**src/rtl/core/dsm_pkg.sv**
```systemverilog
// Shared types and constants for the dot-star pattern matcher.
`timescale 1ns / 1ps

package dsm_pkg;

  // Pattern geometry: one row bit per pattern prefix, including the empty one.
  localparam int PATTERN_MAX = 16;
  localparam int ROW_W       = PATTERN_MAX + 1;
  localparam int LEN_W       = $clog2(ROW_W);
  localparam int CHARS_W     = PATTERN_MAX * 8;
  localparam int CFG_DATA_W  = 64;
  localparam int CFG_INDEX_W = 2;

  // Special pattern bytes.
  localparam logic [7:0] STAR_BYTE = 8'h2A;
  localparam logic [7:0] DOT_BYTE  = 8'h2E;

  // Configuration register indexes.
  localparam logic [CFG_INDEX_W-1:0] CFG_CHARS_LOW  = 2'd0;
  localparam logic [CFG_INDEX_W-1:0] CFG_CHARS_HIGH = 2'd1;
  localparam logic [CFG_INDEX_W-1:0] CFG_LENGTH     = 2'd2;

  // Input action codes.
  localparam logic ACT_START  = 1'b0;
  localparam logic ACT_APPEND = 1'b1;

  // Control handed from the top level to the row of cells.
  typedef struct packed {
    logic step;    // an item is accepted this cycle
    logic append;  // the item appends a byte (else it starts a new subject)
  } row_ctl_t;

endpackage

```
**src/rtl/core/dsm_cell.sv**
```systemverilog
// One column cell of the match row: computes the next bit for one pattern prefix.
`timescale 1ns / 1ps

module dsm_cell (
  input  dsm_pkg::row_ctl_t ctl,
  input  logic [7:0]        subject_byte,
  input  logic [7:0]        pat_byte,
  input  logic [7:0]        prev_byte,
  input  logic              lead,
  input  logic              old_left,
  input  logic              old_self,
  input  logic              ripple_in,
  output logic              bit_next
);
  import dsm_pkg::*;

  logic pat_hit;
  logic prev_hit;

  // Byte comparisons against this column's pattern byte and the one before it.
  assign pat_hit  = (subject_byte == pat_byte) || (pat_byte == DOT_BYTE);
  assign prev_hit = (subject_byte == prev_byte) || (prev_byte == DOT_BYTE);

  // A star column either skips its pair (taken from two columns back in the
  // new row) or repeats the byte before it; a leading star never matches.
  // A plain column extends the diagonal from the old row.
  always_comb begin
    if (pat_byte == STAR_BYTE) begin
      bit_next = !lead && (ripple_in || (ctl.append && prev_hit && old_self));
    end else begin
      bit_next = ctl.append && old_left && pat_hit;
    end
  end

endmodule

```
**src/rtl/core/dsm_row.sv**
```systemverilog
// Chain of column cells and the stored match row.
`timescale 1ns / 1ps

module dsm_row (
  input  logic                      clk,
  input  logic                      rst,
  input  dsm_pkg::row_ctl_t         ctl,
  input  logic [7:0]                subject_byte,
  input  logic [dsm_pkg::CHARS_W-1:0] pattern_chars,
  input  logic [dsm_pkg::LEN_W-1:0] len,
  output logic                      match_next
);
  import dsm_pkg::*;

  logic [ROW_W-1:0] match_row;
  logic [ROW_W-1:0] match_row_next;

  // The empty prefix matches only the empty subject.
  assign match_row_next[0] = !ctl.append;

  // One cell per pattern prefix; star columns ripple from two cells back.
  for (genvar j = 1; j <= PATTERN_MAX; j++) begin : g_cell
    logic [7:0] prev_byte;
    logic       ripple_in;

    if (j == 1) begin : g_first
      assign prev_byte = 8'h00;
      assign ripple_in = 1'b0;
    end else begin : g_rest
      assign prev_byte = pattern_chars[8*(j-2) +: 8];
      assign ripple_in = match_row_next[j-2];
    end

    dsm_cell u_cell (
      .ctl          (ctl),
      .subject_byte (subject_byte),
      .pat_byte     (pattern_chars[8*(j-1) +: 8]),
      .prev_byte    (prev_byte),
      .lead         (j == 1),
      .old_left     (match_row[j-1]),
      .old_self     (match_row[j]),
      .ripple_in    (ripple_in),
      .bit_next     (match_row_next[j])
    );
  end

  // Result for the item: the column of the whole pattern.
  assign match_next = match_row_next[len];

  // Row state; reset leaves only the empty prefix matching.
  always_ff @(posedge clk) begin
    if (rst) begin
      match_row <= ROW_W'(1);
    end else if (ctl.step) begin
      match_row <= match_row_next;
    end
  end

endmodule

```
**src/rtl/core/dot_star_pattern_matcher_core.sv**
```systemverilog
// Top level of the dot-star pattern matcher: configuration, handshake, result register.
//
//   Channel  | Signals                                   | Direction
//   ---------+-------------------------------------------+----------
//   input    | in_valid, in_stall, action, subject_byte  | in
//   output   | out_valid, out_stall, matched             | out
//   config   | cfg_write, cfg_index, cfg_data            | in
//
// The cell chain updates the whole row in the cycle an item is accepted, and its
// result is in the output register next cycle.
// Throughput is one item per cycle while the output is being taken.
// Reset is synchronous; it clears the configuration and leaves only the empty
// prefix matching. While a result waits under out_stall, in_stall is raised.
`timescale 1ns / 1ps

module dot_star_pattern_matcher_core (
  input  logic                          clk,
  input  logic                          rst,
  input  logic                          cfg_write,
  input  logic [dsm_pkg::CFG_INDEX_W-1:0] cfg_index,
  input  logic [dsm_pkg::CFG_DATA_W-1:0]  cfg_data,
  input  logic                          in_valid,
  output logic                          in_stall,
  input  logic                          action,
  input  logic [7:0]                    subject_byte,
  output logic                          out_valid,
  input  logic                          out_stall,
  output logic                          matched
);
  import dsm_pkg::*;

  logic [CFG_DATA_W-1:0] pattern_chars_low;
  logic [CFG_DATA_W-1:0] pattern_chars_high;
  logic [LEN_W-1:0]      pattern_length;
  logic [LEN_W-1:0]      len_eff;
  row_ctl_t              ctl;
  logic                  match_next;

  // Configuration registers; writes beyond the list are dropped.
  always_ff @(posedge clk) begin
    if (rst) begin
      pattern_chars_low  <= '0;
      pattern_chars_high <= '0;
      pattern_length     <= '0;
    end else if (cfg_write) begin
      unique case (cfg_index)
        CFG_CHARS_LOW:  pattern_chars_low  <= cfg_data;
        CFG_CHARS_HIGH: pattern_chars_high <= cfg_data;
        CFG_LENGTH:     pattern_length     <= cfg_data[LEN_W-1:0];
        default: ;
      endcase
    end
  end

  // Lengths above the pattern bound count as the bound.
  assign len_eff = (pattern_length > LEN_W'(PATTERN_MAX)) ? LEN_W'(PATTERN_MAX)
                                                          : pattern_length;

  // Accept an item whenever the output register is free or being emptied.
  assign in_stall   = out_valid && out_stall;
  assign ctl.step   = in_valid && !in_stall;
  assign ctl.append = (action == ACT_APPEND);

  dsm_row u_row (
    .clk           (clk),
    .rst           (rst),
    .ctl           (ctl),
    .subject_byte  (subject_byte),
    .pattern_chars ({pattern_chars_high, pattern_chars_low}),
    .len           (len_eff),
    .match_next    (match_next)
  );

  // Output register.
  always_ff @(posedge clk) begin
    if (rst) begin
      out_valid <= 1'b0;
    end else if (ctl.step) begin
      out_valid <= 1'b1;
    end else if (!out_stall) begin
      out_valid <= 1'b0;
    end
  end

  always_ff @(posedge clk) begin
    if (ctl.step) begin
      matched <= match_next;
    end
  end

endmodule

```
**config.mk**
```make
export PLATFORM = sky130hd
export DESIGN_NAME = dot_star_pattern_matcher_core
export DESIGN_NICKNAME = d
export VERILOG_FILES = /design/src/rtl/core/dsm_pkg.sv /design/src/rtl/core/dsm_cell.sv /design/src/rtl/core/dsm_row.sv /design/src/rtl/core/dot_star_pattern_matcher_core.sv
export SDC_FILE = /design/constraint.sdc
export NUM_CORES = 1
export LEC_CHECK = 0
export ABC_CLOCK_PERIOD_IN_PS = 2800
export BUFFER_PORTS_ARGS = -buffer_cell sky130_fd_sc_hd__clkbuf_2
export CAP_MARGIN = 25
export CORE_MARGIN = 1
export CORE_UTILIZATION = 40
export DETAILED_ROUTE_END_ITERATION = 7
export SYNTH_ARGS = -nofsm -noshare
export SYNTH_HDL_FRONTEND = slang
export SYNTH_SLANG_ARGS = --single-unit
export TNS_END_PERCENT = 100
```
**constraint.sdc**
```tcl
create_clock -name clk -period 2.8 [get_ports clk]
set_input_delay 0.14 -clock clk [delete_from_list [all_inputs] [get_ports clk]]
set_output_delay 0.14 -clock clk [all_outputs]
set_load 0.02 [all_outputs]
```
Word level (Yosys, flattened, before mapping)

Cells that the tools add are included.

Equal/unequal tests: 51
Reductions and logical operators: 101
Order comparisons: 2
Mux-type cells: 21

Operator list:

| cell                 | number |
|---|---|
| $eq A8 B6 Y1 const B | 32 |
| $eq A8 B8 Y1         | 16 |
| $logic_and A1 B1 Y1  | 64 |
| $logic_or A1 B1 Y1   | 31 |
| $mux W1              | 19 |
| $lt A5 B6 Y1 const B | 1 |
| $reduce_and A2 Y1    | 3 |
| $bmux W1 S5          | 1 |
| $gt A5 B5 Y1 const B | 1 |
| $mux W5              | 1 |
| $eq A2 B1 Y1 const B | 1 |
| $eq A2 B2 Y1 const B | 1 |
| $logic_not A1 Y1     | 2 |
| $logic_not A2 Y1     | 1 |
| $ne A2 B1 Y1 const B | 1 |

Input bits: 80
Logic and storage cells: 181
Bits in registers: 152

Logic depth before layout (Yosys ltp)

Depth after elaboration: 22
Depth in mapped cells: 12
Depth with buffers taken out: 10

By module

From an unflattened synthesis, not the netlist that was laid out.

Cell total of the unflattened synthesis: 1136
Area total of the unflattened synthesis: 10423.7 um^2

Modules (own cells, without submodules):

| module                        | area each (um^2) | cells each | times used |
|---|---|---|---|
| dot_star_pattern_matcher_core | 5556.6           | 517        | 1 |
| dsm_cell                      | 255.2            | 34         | 16 |
| dsm_row                       | 783.3            | 75         | 1 |

Least setup slack after synthesis

Ideal clock, no wire load.

Path kind: reg-to-reg
Start: register pattern_chars_low[52]
End: register matched (data pin)
Library setup time: 0.256 ns
Arrival time: 2.576 ns
Clock period less this slack: 2.832 ns
Slack: -0.032 ns
Path buffers: 0
Stages on the path, launching flop included: 11
Required time: 2.544 ns
Path through: dfxtp_1 -> or4b_4 -> nor4_4 -> o21ai_2 -> or2_1 -> nor4b_4 -> a2111oi_4 -> nand3_2 -> a2111oi_1 -> nand4_1 -> o211a_1

Word-level cells in the longest chain between the ends: 16
Elaborated cells between the ends (all ways): 28

Ends and longest elaborated chain:

| what                                         | RTL line                            | text |
|---|---|---|
| start: declaration                           | dot_star_pattern_matcher_core.sv:32 | `logic [CFG_DATA_W-1:0] pattern_chars_low;` |
| start signal: assignment                     | dot_star_pattern_matcher_core.sv:47 | `CFG_CHARS_LOW: pattern_chars_low <= cfg_data;` |
| $eq A8 B8 Y1 or $eq A8 B6 Y1 (tied branches) | dsm_cell.sv:21, dsm_cell.sv:22      |  |
| $logic_or A1 B1 Y1                           | dsm_cell.sv:21, dsm_cell.sv:22      |  |
| $logic_and A1 B1 Y1 (2 in series)            | dsm_cell.sv:29                      | `bit_next = !lead && (ripple_in \|\| (ctl.append && prev_hit && old_self));` |
| $logic_or A1 B1 Y1                           | dsm_cell.sv:29                      |  |
| $mux W1                                      | dsm_cell.sv:28                      | `if (pat_byte == STAR_BYTE) begin` |
| $logic_or A1 B1 Y1                           | dsm_cell.sv:29                      |  |
| $mux W1                                      | dsm_cell.sv:28                      |  |
| $logic_or A1 B1 Y1                           | dsm_cell.sv:29                      |  |
| $mux W1                                      | dsm_cell.sv:28                      |  |
| $logic_or A1 B1 Y1                           | dsm_cell.sv:29                      |  |
| $mux W1                                      | dsm_cell.sv:28                      |  |
| $logic_or A1 B1 Y1                           | dsm_cell.sv:29                      |  |
| $mux W1                                      | dsm_cell.sv:28                      |  |
| $bmux W1 S5 *                                | dsm_row.sv:48                       | `assign match_next = match_row_next[len];` |
| $mux W1 (not written as such) *              | dsm_row.sv:48                       |  |
| net match_next                               | dot_star_pattern_matcher_core.sv:37 | `logic match_next;` |
| end signal: assignment                       | dot_star_pattern_matcher_core.sv:87 | `matched <= match_next;` |
| end: declaration                             | dot_star_pattern_matcher_core.sv:28 | `output logic matched` |

Mark *: on every way through the listed nets, which the timed path passes. The rest lies on a longest branch. The select of a mux whose other input is x is not followed.
A chain may end at the register's enable or synchronous reset.

Worst setup path after layout

Same ends and word-level chain as after synthesis.

==> out/metrics.csv <==
metric,value,unit
crit-reg2reg-launch,pattern_chars_low[52],
viasPerCell,5.21,
crit_path_start_kind,flip-flop,
max_clock_freq,0.349,GHz
area_growth,31.7,%
die_area,20800,um2
finalMaxSlewViolations,0,
grt.total_usage,0.244,
cts_max_level,4,
synth_top_family_by_area,simple AND/OR/NAND/NOR gates,
synth-simple-area-share,0.263,
wl_met3,857,um
wl_per_cell,16.0,um
p_leak,0.00398,uW
slowest_stage,or4b_4,
synth_area_leaders,"dfxtp_1 (37%), nand2_1 (14%), a21oi_1 (9.4%), xnor2_1 (7.4%), xor2_1 (6.5%)",
fin_setup_tns,-62.9,ps
numPortBuffers,82,
worstMarginPinSlew,755,ps
rsz0062_at_grt,yes,
met1_length,11600,um
dr.pass1.iters,4,
nNetsFinal,1331,
wirelength,24500,um
tritoncts,built,
ys_ff_latch,152,
crit_path_end_kind,flip-flop,
worst_r2r_path_depth,10,
die_y,144,um
rows,51,
critical_path.top_delay_family,simple AND/OR/NAND/NOR gates,
grt_pass1_vias,7590,
r2r_end,matched,
muxShareOfSynthArea,0.00619,
slew_headroom,0.496,
finClkSkew,7.61,ps
cts_buffers,17,
clkTransAtPathRegs,60,ps
cts_sinks,152,
ant_nets,0,
place_hpwl,17200,um
ys_types,67,
drive_above_1_share,0.186,
path_common_cell,a2111oi_4,
wl_met2,11700,um
period_needed,2860,ps
seq_area_frac_synth,0.378,
fillers,1911,
start_util,0.411,
hold_viol_final,0,
cp.arrival,3050,ps
die-width,144,um
grt_pass1_wl,38900,um
top_layer,met4,
reg2reg_slack,-60,ps
core_area,19700,um2
drv_cap,0,
finalWeightedCongestion,0.905,
synth.net_count,1138,
synth_top_area_frac,0.374,
vias,7968,
grt_max_degree,65,
ys_warn_count,0,
gr-total-overflow,0,
antenna_cells,0,
drc,0,
cts_root_buf,clkbuf_16,
synth_largest_area_cell,dfxtp_1,
postCtsSetupBuffers,0,
cp_max_fo,3,
synthesis.area,8080,um2
ff_latch_area,3050,um2
synth_edf_count,1,
setup.worst_path.start,pattern_chars_low[52],
finalNonFillerCells,1529,
syn_avg_cell_area,7.64,um2
synthAdderAreaFrac,0,
whs_path_depth,5,
synth_cells,1058,
num_io_pins,83,
status,finished with violations,
async_reset_ff_frac,0,
post-route-period-util,1.02,
final-setup-viol-count,1,
drtIter0Drc,392,
clk_latency,430,ps
grt_antenna_before_repair,0,
clockBufferDepth,2,
slowest_delay,560,ps
hold_path_class,input port to flip-flop,
worst_slack,-62.9,ps
synth-compound-area-share,0.168,
crit_chain,"or4b_4, nor4_4, o21ai_2, or2_1, nor4b_4, a2111oi_4, nand3_2, a2111oi_4, nand4_1, o211a_1",
holdWs,60.0,ps
synth_flop_cell,dfxtp_1,
cp_data_required_time,2990,ps
crit_type,flip-flop to flip-flop,
cellPowerDensity,490,nW/um2
hold_end,out_valid,
multi_input_area,4720,um2
min-delay-start,out_stall,
yosys.area_share.xor_xnor,0.139,
vdd_drop_max,0.389,mV
power.total,5210,uW
fin_util,0.542,
placed_cells_incl_taps,1432,
violations,negative setup slack,
path_buf_inv,0,
==> cells in the mapped netlist, types with 6 or more instances <==
cell type    n
a211oi_1     8
nor3_1      15
o21ai_0     13
nand4b_1     8
clkbuf_1    52
nor4b_1     12
xnor2_1     68
nor2b_1      6
buf_4        8
nand4_1     21
inv_1       17
nand2_1    292
buf_2        9
nor4_1      17
xor2_1      60
a21oi_1    151
dfxtp_1    151
a31oi_1      7
nand3_1     10
nor2_1      45
==> layer usage <==
metal  track usage  vias up
li1              -     3990
met1         0.318     3798
met2         0.407      150
met3        0.0483       30
met4        0.0700        0
met5             0        -
==> sequential cells by signal, summed over array words and instances (netlist names) <==
signal / count
pattern_chars_low: 64
pattern_chars_high: 64
pattern_length: 5
u_row.match_row: 17
out_valid: 1
matched: 1
==> logic make-up after synthesis <==
| group | after synthesis |
|---|---|
| AOI/OAI and AO/OA | 228 |
| buffers and inverters | 87 |
| xor gates and xnor gates | 128 |
| muxes | 5 |
| and+or+nand+nor | 458 |
| DFF | 152 |
==> repair_timing <==
item	CTS	global route
hold buffers	65	0
endpoints found under the hold margin	132	0
setup endpoints to repair	2	5
pin swaps	1	3
gates resized for setup	1	10
==> per-stage QoR <==
| stage | worst slack [ps] | area (um2) |
|---|---|---|
| final | -62.9 | 10600 |
| after detailed placement | -172 | 9370 |
| after CTS | -97.0 | 10600 |
| after global routing | -229 | 10600 |
| after floorplan | 66.0 | 8080 |
| after global placement | -132 | 9370 |
==> cell usage in the layout, fill, tap and decap left out, types with 11 or more instances in the layout <==
cell           Yosys  layout
o21ai_0           13      12
dfxtp_1          151     150
a21oi_1          151     150
nand4_1           21      21
nor2_1            45      44
inv_1             17      17
clkbuf_16          0      17
clkbuf_2           0      81
nor3_1            15      15
nor4b_1           12      11
nor4_1            17      17
buf_4              8      89
xnor2_1           68      68
xor2_1            60      60
nand2_1          292     292
dlygate4sd3_1      0      65
==> worst max path at each step <==
| stage | to | depth (start not counted) |
|---|---|---|
| after detailed placement | matched | 10 |
| after CTS | matched | 10 |
| after floorplan | matched | 10 |
| after global routing | matched | 11 |
| after global placement | matched | 12 |
| final | matched | 10 |
==> layout make-up <==
cell class / count / area share
clock inverter: 15 / 0.0133
timing repair buffer: 244 / 0.179
multi-input combinational: 819 / 0.444
tap: 265 / 0.0312
clock buffer: 17 / 0.0400
sequential: 152 / 0.287
inverter: 17 / 0.00600
==> worst reg2reg max path: stages (launching register included) <==
cell and delay, ps:
dfxtp_2 330, or4b_4 560, nor4_4 260, o21ai_2 90
or2_1 250, nor4b_4 150, a2111oi_4 200, nand3_2 150
a2111oi_4 350, nand4_1 130, o211a_1 150
==> power breakdown <==
part	total (uW)	switching (uW)	internal, uW
Clock	2230	995	1240
Combinational	671	349	322
Sequential	2310	71.2	2240
No activity file was read; power rests on OpenSTA's default activity.
